### src/rtl/rtbal_pkg.sv
// ----------------------------------------------------------------------------
// rtbal_pkg
// types, constants and helpers of the rgb565 tile blackness analyzer
// ----------------------------------------------------------------------------
package rtbal_pkg;

    localparam int MAX_TILE_PIXELS   = 65536;
    localparam int QUEUE_DEPTH_DEF   = 4;
    localparam int CNT_W             = 17;
    localparam int CFG_DATA_W        = 17;
    localparam int CFG_IDX_W         = 3;
    localparam int LUM_W             = 9;

    localparam int CNT_LIMIT_INT = (MAX_TILE_PIXELS < 131071) ? MAX_TILE_PIXELS : 131071;
    localparam logic [CNT_W-1:0] CNT_LIMIT   = CNT_W'(CNT_LIMIT_INT);
    localparam logic [31:0]      HASH_PRIME  = 32'd16777619;
    localparam logic [6:0]       PCT_SCALE   = 7'd100;

    localparam logic [12:0] RST_TILE_WIDTH    = 13'd16;
    localparam logic [15:0] RST_ROW_STRIDE    = 16'd16;
    localparam logic [8:0]  RST_BLACK_LEVEL   = 9'd8;
    localparam logic [6:0]  RST_BLACK_PERCENT = 7'd88;
    localparam logic [16:0] RST_MIN_SAMPLES   = 17'd16;

    typedef enum logic [CFG_IDX_W-1:0] {
        CFG_TILE_WIDTH    = 3'd0,
        CFG_ROW_STRIDE    = 3'd1,
        CFG_BLACK_LEVEL   = 3'd2,
        CFG_BLACK_PERCENT = 3'd3,
        CFG_MIN_SAMPLES   = 3'd4
    } t_cfg_idx;

    // settings the back end needs when a tile closes
    typedef struct packed {
        logic [12:0] tile_width;
        logic [15:0] row_stride;
        logic [6:0]  black_percent;
        logic [16:0] min_samples;
    } t_cfg;

    // one classified pixel in the queue
    typedef struct packed {
        logic [15:0]      pixel;
        logic [LUM_W-1:0] lum;
        logic             dark;
        logic             last_pixel;
        logic             tile_shown;
    } t_work;

    function automatic logic [LUM_W-1:0] lum_of(input logic [15:0] px);
        logic [4:0] r;
        logic [5:0] g;
        logic [4:0] b;
        r = px[15:11];
        g = px[10:5];
        b = px[4:0];
        return LUM_W'({r, 1'b0}) + LUM_W'(g) + LUM_W'({g, 1'b0}) + LUM_W'(b);
    endfunction

    function automatic logic [CNT_W-1:0] sat_inc(input logic [CNT_W-1:0] v);
        return (v < CNT_LIMIT) ? v + CNT_W'(1) : CNT_LIMIT;
    endfunction

endpackage

### src/rtl/rtbal_front.sv
// ----------------------------------------------------------------------------
// rtbal_front
// settings registers, pixel intake and near-black classification
// ----------------------------------------------------------------------------
module rtbal_front import rtbal_pkg::*; (
    input  logic                  i_clk,
    input  logic                  i_rst_n,
    input  logic                  i_valid,
    output logic                  o_ready,
    input  logic [15:0]           i_pixel,
    input  logic                  i_last_pixel,
    input  logic                  i_tile_shown,
    input  logic                  i_cfg_we,
    input  logic [CFG_IDX_W-1:0]  i_cfg_index,
    input  logic [CFG_DATA_W-1:0] i_cfg_data,
    input  logic                  i_full,
    output logic                  o_push,
    output t_work                 o_push_data,
    output t_cfg                  o_cfg
);

    logic [12:0] r_tile_width;
    logic [15:0] r_row_stride;
    logic [8:0]  r_black_level;
    logic [6:0]  r_black_percent;
    logic [16:0] r_min_samples;
    logic [LUM_W-1:0] lum;

    always_ff @(posedge i_clk) begin
        if (!i_rst_n) begin
            r_tile_width    <= RST_TILE_WIDTH;
            r_row_stride    <= RST_ROW_STRIDE;
            r_black_level   <= RST_BLACK_LEVEL;
            r_black_percent <= RST_BLACK_PERCENT;
            r_min_samples   <= RST_MIN_SAMPLES;
        end else if (i_cfg_we) begin
            unique case (i_cfg_index)
                CFG_TILE_WIDTH:    r_tile_width    <= i_cfg_data[12:0];
                CFG_ROW_STRIDE:    r_row_stride    <= i_cfg_data[15:0];
                CFG_BLACK_LEVEL:   r_black_level   <= i_cfg_data[8:0];
                CFG_BLACK_PERCENT: r_black_percent <= i_cfg_data[6:0];
                CFG_MIN_SAMPLES:   r_min_samples   <= i_cfg_data[16:0];
                default: ;
            endcase
        end
    end

    assign lum     = lum_of(i_pixel);
    assign o_ready = !i_full;
    assign o_push  = i_valid && !i_full;

    always_comb begin
        o_push_data.pixel      = i_pixel;
        o_push_data.lum        = lum;
        o_push_data.dark       = (lum <= r_black_level);
        o_push_data.last_pixel = i_last_pixel;
        o_push_data.tile_shown = i_tile_shown;
    end

    always_comb begin
        o_cfg.tile_width    = r_tile_width;
        o_cfg.row_stride    = r_row_stride;
        o_cfg.black_percent = r_black_percent;
        o_cfg.min_samples   = r_min_samples;
    end

endmodule

### src/rtl/rtbal_queue.sv
// ----------------------------------------------------------------------------
// rtbal_queue
// small fifo of classified pixels between front and back
// ----------------------------------------------------------------------------
module rtbal_queue import rtbal_pkg::*; #(
    parameter int DEPTH = QUEUE_DEPTH_DEF
) (
    input  logic  i_clk,
    input  logic  i_rst_n,
    input  logic  i_push,
    input  t_work i_push_data,
    output logic  o_full,
    output logic  o_valid,
    output t_work o_data,
    input  logic  i_pop
);

    localparam int PTR_W = (DEPTH > 1) ? $clog2(DEPTH) : 1;
    localparam int CNT_QW = $clog2(DEPTH + 1);

    t_work              r_mem [DEPTH];
    logic [PTR_W-1:0]   r_wr_ptr;
    logic [PTR_W-1:0]   r_rd_ptr;
    logic [CNT_QW-1:0]  r_count;
    logic               do_pop;

    function automatic logic [PTR_W-1:0] ptr_next(input logic [PTR_W-1:0] p);
        return (p == PTR_W'(DEPTH - 1)) ? '0 : p + PTR_W'(1);
    endfunction

    assign o_full  = (r_count == CNT_QW'(DEPTH));
    assign o_valid = (r_count != '0);
    assign o_data  = r_mem[r_rd_ptr];
    assign do_pop  = i_pop && o_valid;

    always_ff @(posedge i_clk) begin
        if (i_push) begin
            r_mem[r_wr_ptr] <= i_push_data;
        end
    end

    always_ff @(posedge i_clk) begin
        if (!i_rst_n) begin
            r_wr_ptr <= '0;
            r_rd_ptr <= '0;
            r_count  <= '0;
        end else begin
            if (i_push) begin
                r_wr_ptr <= ptr_next(r_wr_ptr);
            end
            if (do_pop) begin
                r_rd_ptr <= ptr_next(r_rd_ptr);
            end
            if (i_push && !do_pop) begin
                r_count <= r_count + CNT_QW'(1);
            end else if (!i_push && do_pop) begin
                r_count <= r_count - CNT_QW'(1);
            end
        end
    end

endmodule

### src/rtl/rtbal_back.sv
// ----------------------------------------------------------------------------
// rtbal_back
// tile accumulators, fingerprint hash and the result register
// ----------------------------------------------------------------------------
module rtbal_back import rtbal_pkg::*; (
    input  logic              i_clk,
    input  logic              i_rst_n,
    input  logic              i_q_valid,
    input  t_work             i_q_data,
    output logic              o_pop,
    input  t_cfg              i_cfg,
    output logic              o_valid,
    input  logic              i_ready,
    output logic [31:0]       o_luminance_total,
    output logic [CNT_W-1:0]  o_dark_count,
    output logic [CNT_W-1:0]  o_pixel_count,
    output logic [31:0]       o_fingerprint,
    output logic              o_suspicious
);

    logic [31:0]      r_lum;
    logic [CNT_W-1:0] r_dark;
    logic [CNT_W-1:0] r_cnt;
    logic [31:0]      r_hash;
    logic             r_out_valid;
    logic [31:0]      r_out_lum;
    logic [CNT_W-1:0] r_out_dark;
    logic [CNT_W-1:0] r_out_cnt;
    logic [31:0]      r_out_hash;
    logic             r_out_sus;

    logic [31:0]      n_lum;
    logic [CNT_W-1:0] n_dark;
    logic [CNT_W-1:0] n_cnt;
    logic [31:0]      n_hash;
    logic [31:0]      hash_x;
    logic [23:0]      dark_scaled;
    logic [23:0]      cnt_scaled;
    logic             sus;
    logic             stride_bad;
    logic             out_free;

    // a closing pixel waits for the result register; others flow on
    assign out_free = !r_out_valid || i_ready;
    assign o_pop    = i_q_valid && (!i_q_data.last_pixel || out_free);

    always_comb begin
        n_lum       = r_lum + 32'(i_q_data.lum);
        n_dark      = i_q_data.dark ? sat_inc(r_dark) : r_dark;
        n_cnt       = sat_inc(r_cnt);
        hash_x      = r_hash ^ 32'(i_q_data.pixel);
        n_hash      = hash_x * HASH_PRIME;
        dark_scaled = 24'(n_dark) * 24'(PCT_SCALE);
        cnt_scaled  = 24'(n_cnt) * 24'(i_cfg.black_percent);
        sus         = i_q_data.tile_shown && (n_cnt >= i_cfg.min_samples)
                      && (dark_scaled >= cnt_scaled);
        stride_bad  = (i_cfg.row_stride < 16'(i_cfg.tile_width));
    end

    always_ff @(posedge i_clk) begin
        if (!i_rst_n) begin
            r_lum       <= '0;
            r_dark      <= '0;
            r_cnt       <= '0;
            r_hash      <= '0;
            r_out_valid <= 1'b0;
        end else begin
            if (o_pop && i_q_data.last_pixel) begin
                r_out_valid <= 1'b1;
            end else if (r_out_valid && i_ready) begin
                r_out_valid <= 1'b0;
            end
            if (o_pop) begin
                if (i_q_data.last_pixel) begin
                    r_lum  <= '0;
                    r_dark <= '0;
                    r_cnt  <= '0;
                    r_hash <= '0;
                end else begin
                    r_lum  <= n_lum;
                    r_dark <= n_dark;
                    r_cnt  <= n_cnt;
                    r_hash <= n_hash;
                end
            end
        end
    end

    always_ff @(posedge i_clk) begin
        if (o_pop && i_q_data.last_pixel) begin
            if (stride_bad) begin
                r_out_lum  <= '0;
                r_out_dark <= '0;
                r_out_cnt  <= '0;
                r_out_hash <= '0;
                r_out_sus  <= 1'b0;
            end else begin
                r_out_lum  <= n_lum;
                r_out_dark <= n_dark;
                r_out_cnt  <= n_cnt;
                r_out_hash <= n_hash;
                r_out_sus  <= sus;
            end
        end
    end

    assign o_valid           = r_out_valid;
    assign o_luminance_total = r_out_lum;
    assign o_dark_count      = r_out_dark;
    assign o_pixel_count     = r_out_cnt;
    assign o_fingerprint     = r_out_hash;
    assign o_suspicious      = r_out_sus;

endmodule

### src/rtl/rgb565_tile_blackness_analyzer_core.sv
// ----------------------------------------------------------------------------
// rgb565_tile_blackness_analyzer_core
// per-tile luminance sum, near-black count, pixel count and fingerprint
// ----------------------------------------------------------------------------
// throughput: one pixel per cycle, but a closing pixel waits while the result register is full
// a last pixel passes through the pixel queue into the result register, which drives o_valid
// the pixel queue (QUEUE_DEPTH entries) absorbs output stalls
// reset: synchronous active low; settings return to defaults, sums clear
module rgb565_tile_blackness_analyzer_core import rtbal_pkg::*; #(
    parameter int QUEUE_DEPTH = QUEUE_DEPTH_DEF
) (
    input  logic                  i_clk,
    input  logic                  i_rst_n,
    input  logic                  i_valid,
    output logic                  o_ready,
    input  logic [15:0]           i_pixel,
    input  logic                  i_last_pixel,
    input  logic                  i_tile_shown,
    output logic                  o_valid,
    input  logic                  i_ready,
    output logic [31:0]           o_luminance_total,
    output logic [CNT_W-1:0]      o_dark_count,
    output logic [CNT_W-1:0]      o_pixel_count,
    output logic [31:0]           o_fingerprint,
    output logic                  o_suspicious,
    input  logic                  i_cfg_we,
    input  logic [CFG_IDX_W-1:0]  i_cfg_index,
    input  logic [CFG_DATA_W-1:0] i_cfg_data
);

    logic  q_full;
    logic  q_push;
    t_work q_push_data;
    logic  q_valid;
    t_work q_data;
    logic  q_pop;
    t_cfg  cfg;

    rtbal_front u_front (
        .i_clk        (i_clk),
        .i_rst_n      (i_rst_n),
        .i_valid      (i_valid),
        .o_ready      (o_ready),
        .i_pixel      (i_pixel),
        .i_last_pixel (i_last_pixel),
        .i_tile_shown (i_tile_shown),
        .i_cfg_we     (i_cfg_we),
        .i_cfg_index  (i_cfg_index),
        .i_cfg_data   (i_cfg_data),
        .i_full       (q_full),
        .o_push       (q_push),
        .o_push_data  (q_push_data),
        .o_cfg        (cfg)
    );

    rtbal_queue #(
        .DEPTH (QUEUE_DEPTH)
    ) u_queue (
        .i_clk       (i_clk),
        .i_rst_n     (i_rst_n),
        .i_push      (q_push),
        .i_push_data (q_push_data),
        .o_full      (q_full),
        .o_valid     (q_valid),
        .o_data      (q_data),
        .i_pop       (q_pop)
    );

    rtbal_back u_back (
        .i_clk             (i_clk),
        .i_rst_n           (i_rst_n),
        .i_q_valid         (q_valid),
        .i_q_data          (q_data),
        .o_pop             (q_pop),
        .i_cfg             (cfg),
        .o_valid           (o_valid),
        .i_ready           (i_ready),
        .o_luminance_total (o_luminance_total),
        .o_dark_count      (o_dark_count),
        .o_pixel_count     (o_pixel_count),
        .o_fingerprint     (o_fingerprint),
        .o_suspicious      (o_suspicious)
    );

endmodule

### config.mk
export PLATFORM = sky130hd
export DESIGN_NAME = rgb565_tile_blackness_analyzer_core
export DESIGN_NICKNAME = d
export VERILOG_FILES = /design/src/rtl/rtbal_pkg.sv /design/src/rtl/rtbal_front.sv /design/src/rtl/rtbal_queue.sv /design/src/rtl/rtbal_back.sv /design/src/rtl/rgb565_tile_blackness_analyzer_core.sv
export SDC_FILE = /design/constraint.sdc
export NUM_CORES = 1
export LEC_CHECK = 0
export BUFFER_PORTS_ARGS = -buffer_cell sky130_fd_sc_hd__buf_4
export CORE_MARGIN = 4
export CORE_UTILIZATION = 47
export DETAILED_ROUTE_END_ITERATION = 6
export SYNTH_ARGS = -nofsm -noshare
export SYNTH_HDL_FRONTEND = slang
export SYNTH_SLANG_ARGS = --single-unit
### constraint.sdc
create_clock -name i_clk -period 19.9 [get_ports i_clk]
set_input_delay 4.975 -clock i_clk [delete_from_list [all_inputs] [get_ports i_clk]]
set_output_delay 4.975 -clock i_clk [all_outputs]
set_load 0.005 [all_outputs]
==> metrics.cfg <==
[place]
gp_congestion=0.862
io_buffer_count=143
dp_hpwl_mm=50.0
dpl.cell_count=3685

[cells_and_area]
fillCellCount=5416
final_common_cell=inv_1
final-seq-area_um2=9740
instances_no_fill=3763
final_cell_mix=inv_1, ha_1, nand2_1
area_growth_pct=11.7
multi_input_area_um2=16600
insertedDiodeCount=0
drive_gt1_share_pct=9.67
nNetsFinal=3542

[global_route]
antenna_found_initial=2
grt_pass1_wl_mm=107
grt.overflow.total=0
track_usage_pct=20.7
grt_max_degree=77
first_global_vias=20100

[setup_path]
cpMaxStageDelayCell=fa_1
worstPathArrival_ns=8.53
critPathKind=in2reg
reg2regPathDepth=28
crit_path_cell_trace=buf_4 -> ha_1 -> fa_1 -> inv_1 -> fa_1 -> inv_1 -> fa_1 -> a21o_1 -> a21oi_1 -> o21bai_1 -> a21oi_1 -> xnor2_1 -> ha_1 -> nand4_1 -> o32ai_1 -> a21o_1
end_kind=flop
crit_fanout=6
crit_path_frequent_cell=fa_1
cp-start-kind=input port
cp.required_ns=20.25
cp_slowest_stage_delay_ns=0.49

[clock_tree]
cts_made_buffers=42
tritoncts=yes
cts_root_buf=clkbuf_16
clk_latency_ns=0.61
clkSinkCount=381
post-cts-setup-buffer-count=0
ctsLongestPathBuffers=3
cts.hold.buffers_added=0
cts_resized=0
cts_max_level=2
clk_pin_slew_ns=0.06

[drt]
drc=0
routedWlPerCell_um=17.6
drtAntennaViolNets=0
wirelength_mm=66.1
dr.pass1.iters=5
first_iter_violations=1379
avgViaCountPerCell=5.30
num_vias=19900

[synth]
yosysWarnings=0
synth_edf_count=211
async_flop_share_pct=0
syn_inst=2840
syn-num-nets=3426
syn_avg_cell_area_um2=10.0
synth_seq_cells=381
synth.distinct_cells=72
synth_area_um2=28500
synthFlopType=edfxtp_1
ys_seq_area_share_pct=34.2

[timing]
fin_crit_sh_pct=41.1
fin_crit_ns=8.18
fin_tns_setup_ns=0
max-slew-margin-rel_pct=23.3
worst_slew_pin_slew_ns=1.15
finClkSkew_ns=0.0528
hold_slack_ns=0.461
fmax_mhz=122
finalMaxSlewViolations=0
hold_violations=0
grt_setup_unrepaired=false
setup_viol=0

[die]
die_w_um=254
start_util_pct=47.9
die_area_um2=64600
fp.dieH_um=254
design.portCount=144
core_um2=59500
placementRows=89

[hold_path]
min_path_type=reg2reg
worstHoldPathCells=2

[outcome]
outcome=finished, final reports clean

[run]
maxCapViolCount=0

==> sequential cells by signal (all words and copies together) (netlist names), named ones only <==
register / flops
u_queue.r_rd_ptr: 2
u_front.r_black_percent: 7
u_queue.r_mem: 112
u_back.o_pixel_count: 17
u_front.r_row_stride: 16
u_front.r_min_samples: 17
u_back.o_dark_count: 17
u_back.o_suspicious: 1
u_back.r_lum: 32
u_front.r_black_level: 9
u_front.r_tile_width: 13
u_back.r_cnt: 17
u_back.o_valid: 1
u_back.o_luminance_total: 32
u_back.r_dark: 17
u_queue.r_count: 3
u_queue.r_wr_ptr: 2
u_back.r_hash: 32
u_back.o_fingerprint: 32
==> critical path, delay by kind of cell <==
family	cells	cell delay (ns)
adders and majority gates	5	2.00
buffers and inverters	3	0.25
and+or+nand+nor	1	0.08
xor gates and xnor gates	1	0.29
AOI/OAI and AO/OA	6	0.94
==> stage by stage <==
| stage | cell area (um^2) | utilization, % | worst slack [ns] |
|---|---|---|---|
| CTS | 31800 | 53.5 | 11.78 |
| global placement | 30300 | 51.0 | 11.21 |
| detailed placement | 30300 | 51.0 | 11.13 |
| global route | 31800 | 53.5 | 11.30 |
| floorplan | 28500 | - | 11.59 |
| finish | 31800 | 53.5 | 11.72 |
==> routing by layer <==
| layer | GRT usage [%] | part of all wire (%) |
|---|---|---|
| met1 | 29.6 | 47 |
| met2 | 33.8 | 46 |
| met3 | 2.98 | 5.3 |
| met4 | 4.50 | 2.0 |
| met5 | 0 | 0 |
==> synth_stat cells (17+ instances only) <==
| library cell | number | area [um^2] |
|---|---|---|
| a21boi_0 | 58 | 435 |
| a21o_1 | 32 | 240 |
| a21oi_1 | 72 | 360 |
| a22oi_1 | 42 | 315 |
| a31oi_1 | 24 | 150 |
| and2_1 | 106 | 663 |
| and3_1 | 24 | 150 |
| buf_2 | 17 | 85.1 |
| clkbuf_1 | 57 | 214 |
| dfxtp_1 | 170 | 3400 |
| edfxtp_1 | 211 | 6340 |
| fa_1 | 168 | 3360 |
| ha_1 | 375 | 4690 |
| inv_1 | 473 | 1780 |
| mux4_2 | 28 | 631 |
| nand2_1 | 239 | 897 |
| nand2b_1 | 22 | 138 |
| nand3_1 | 34 | 170 |
| nand4_1 | 17 | 106 |
| nor2_1 | 144 | 541 |
| nor2b_1 | 85 | 532 |
| nor3_1 | 38 | 190 |
| o21a_1 | 25 | 188 |
| o21ai_0 | 85 | 425 |
| xnor2_1 | 87 | 762 |
| xor2_1 | 69 | 604 |
==> worst paths after layout <==
kind / slack, ns / end / start
setup / recovery: 11.72 / u_queue.r_mem[0][2] / i_pixel[6]
hold / removal: 0.46 / u_front.r_min_samples[6] / u_front.r_min_samples[6]
setup reg to reg: 11.88 / u_back.o_suspicious / u_back.r_cnt[3]
hold reg to reg: 0.46 / u_front.r_min_samples[6] / u_front.r_min_samples[6]
==> final cells by class <==
type | instances | area share, %
timing repair buffer | 160 | 3.78
sequential | 381 | 30.6
inverter | 474 | 5.59
tap | 773 | 3.04
clock buffer | 51 | 3.50
clock inverter | 27 | 1.23
multi-input combinational | 1897 | 52.2
==> cell families after synthesis <==
logic type | count (synthesis) | synth area share [%]
AOI/OAI and AO/OA | 423 | 10.0
xor gates and xnor gates | 156 | 4.80
adders and majority gates | 543 | 28.3
buffers and inverters | 562 | 7.52
DFF | 381 | 34.2
muxes | 31 | 2.32
and+or+nand+nor | 744 | 12.8
Power is not shown: default switching activity piles up to over one toggle a cycle in this logic, so the estimate is an artifact.
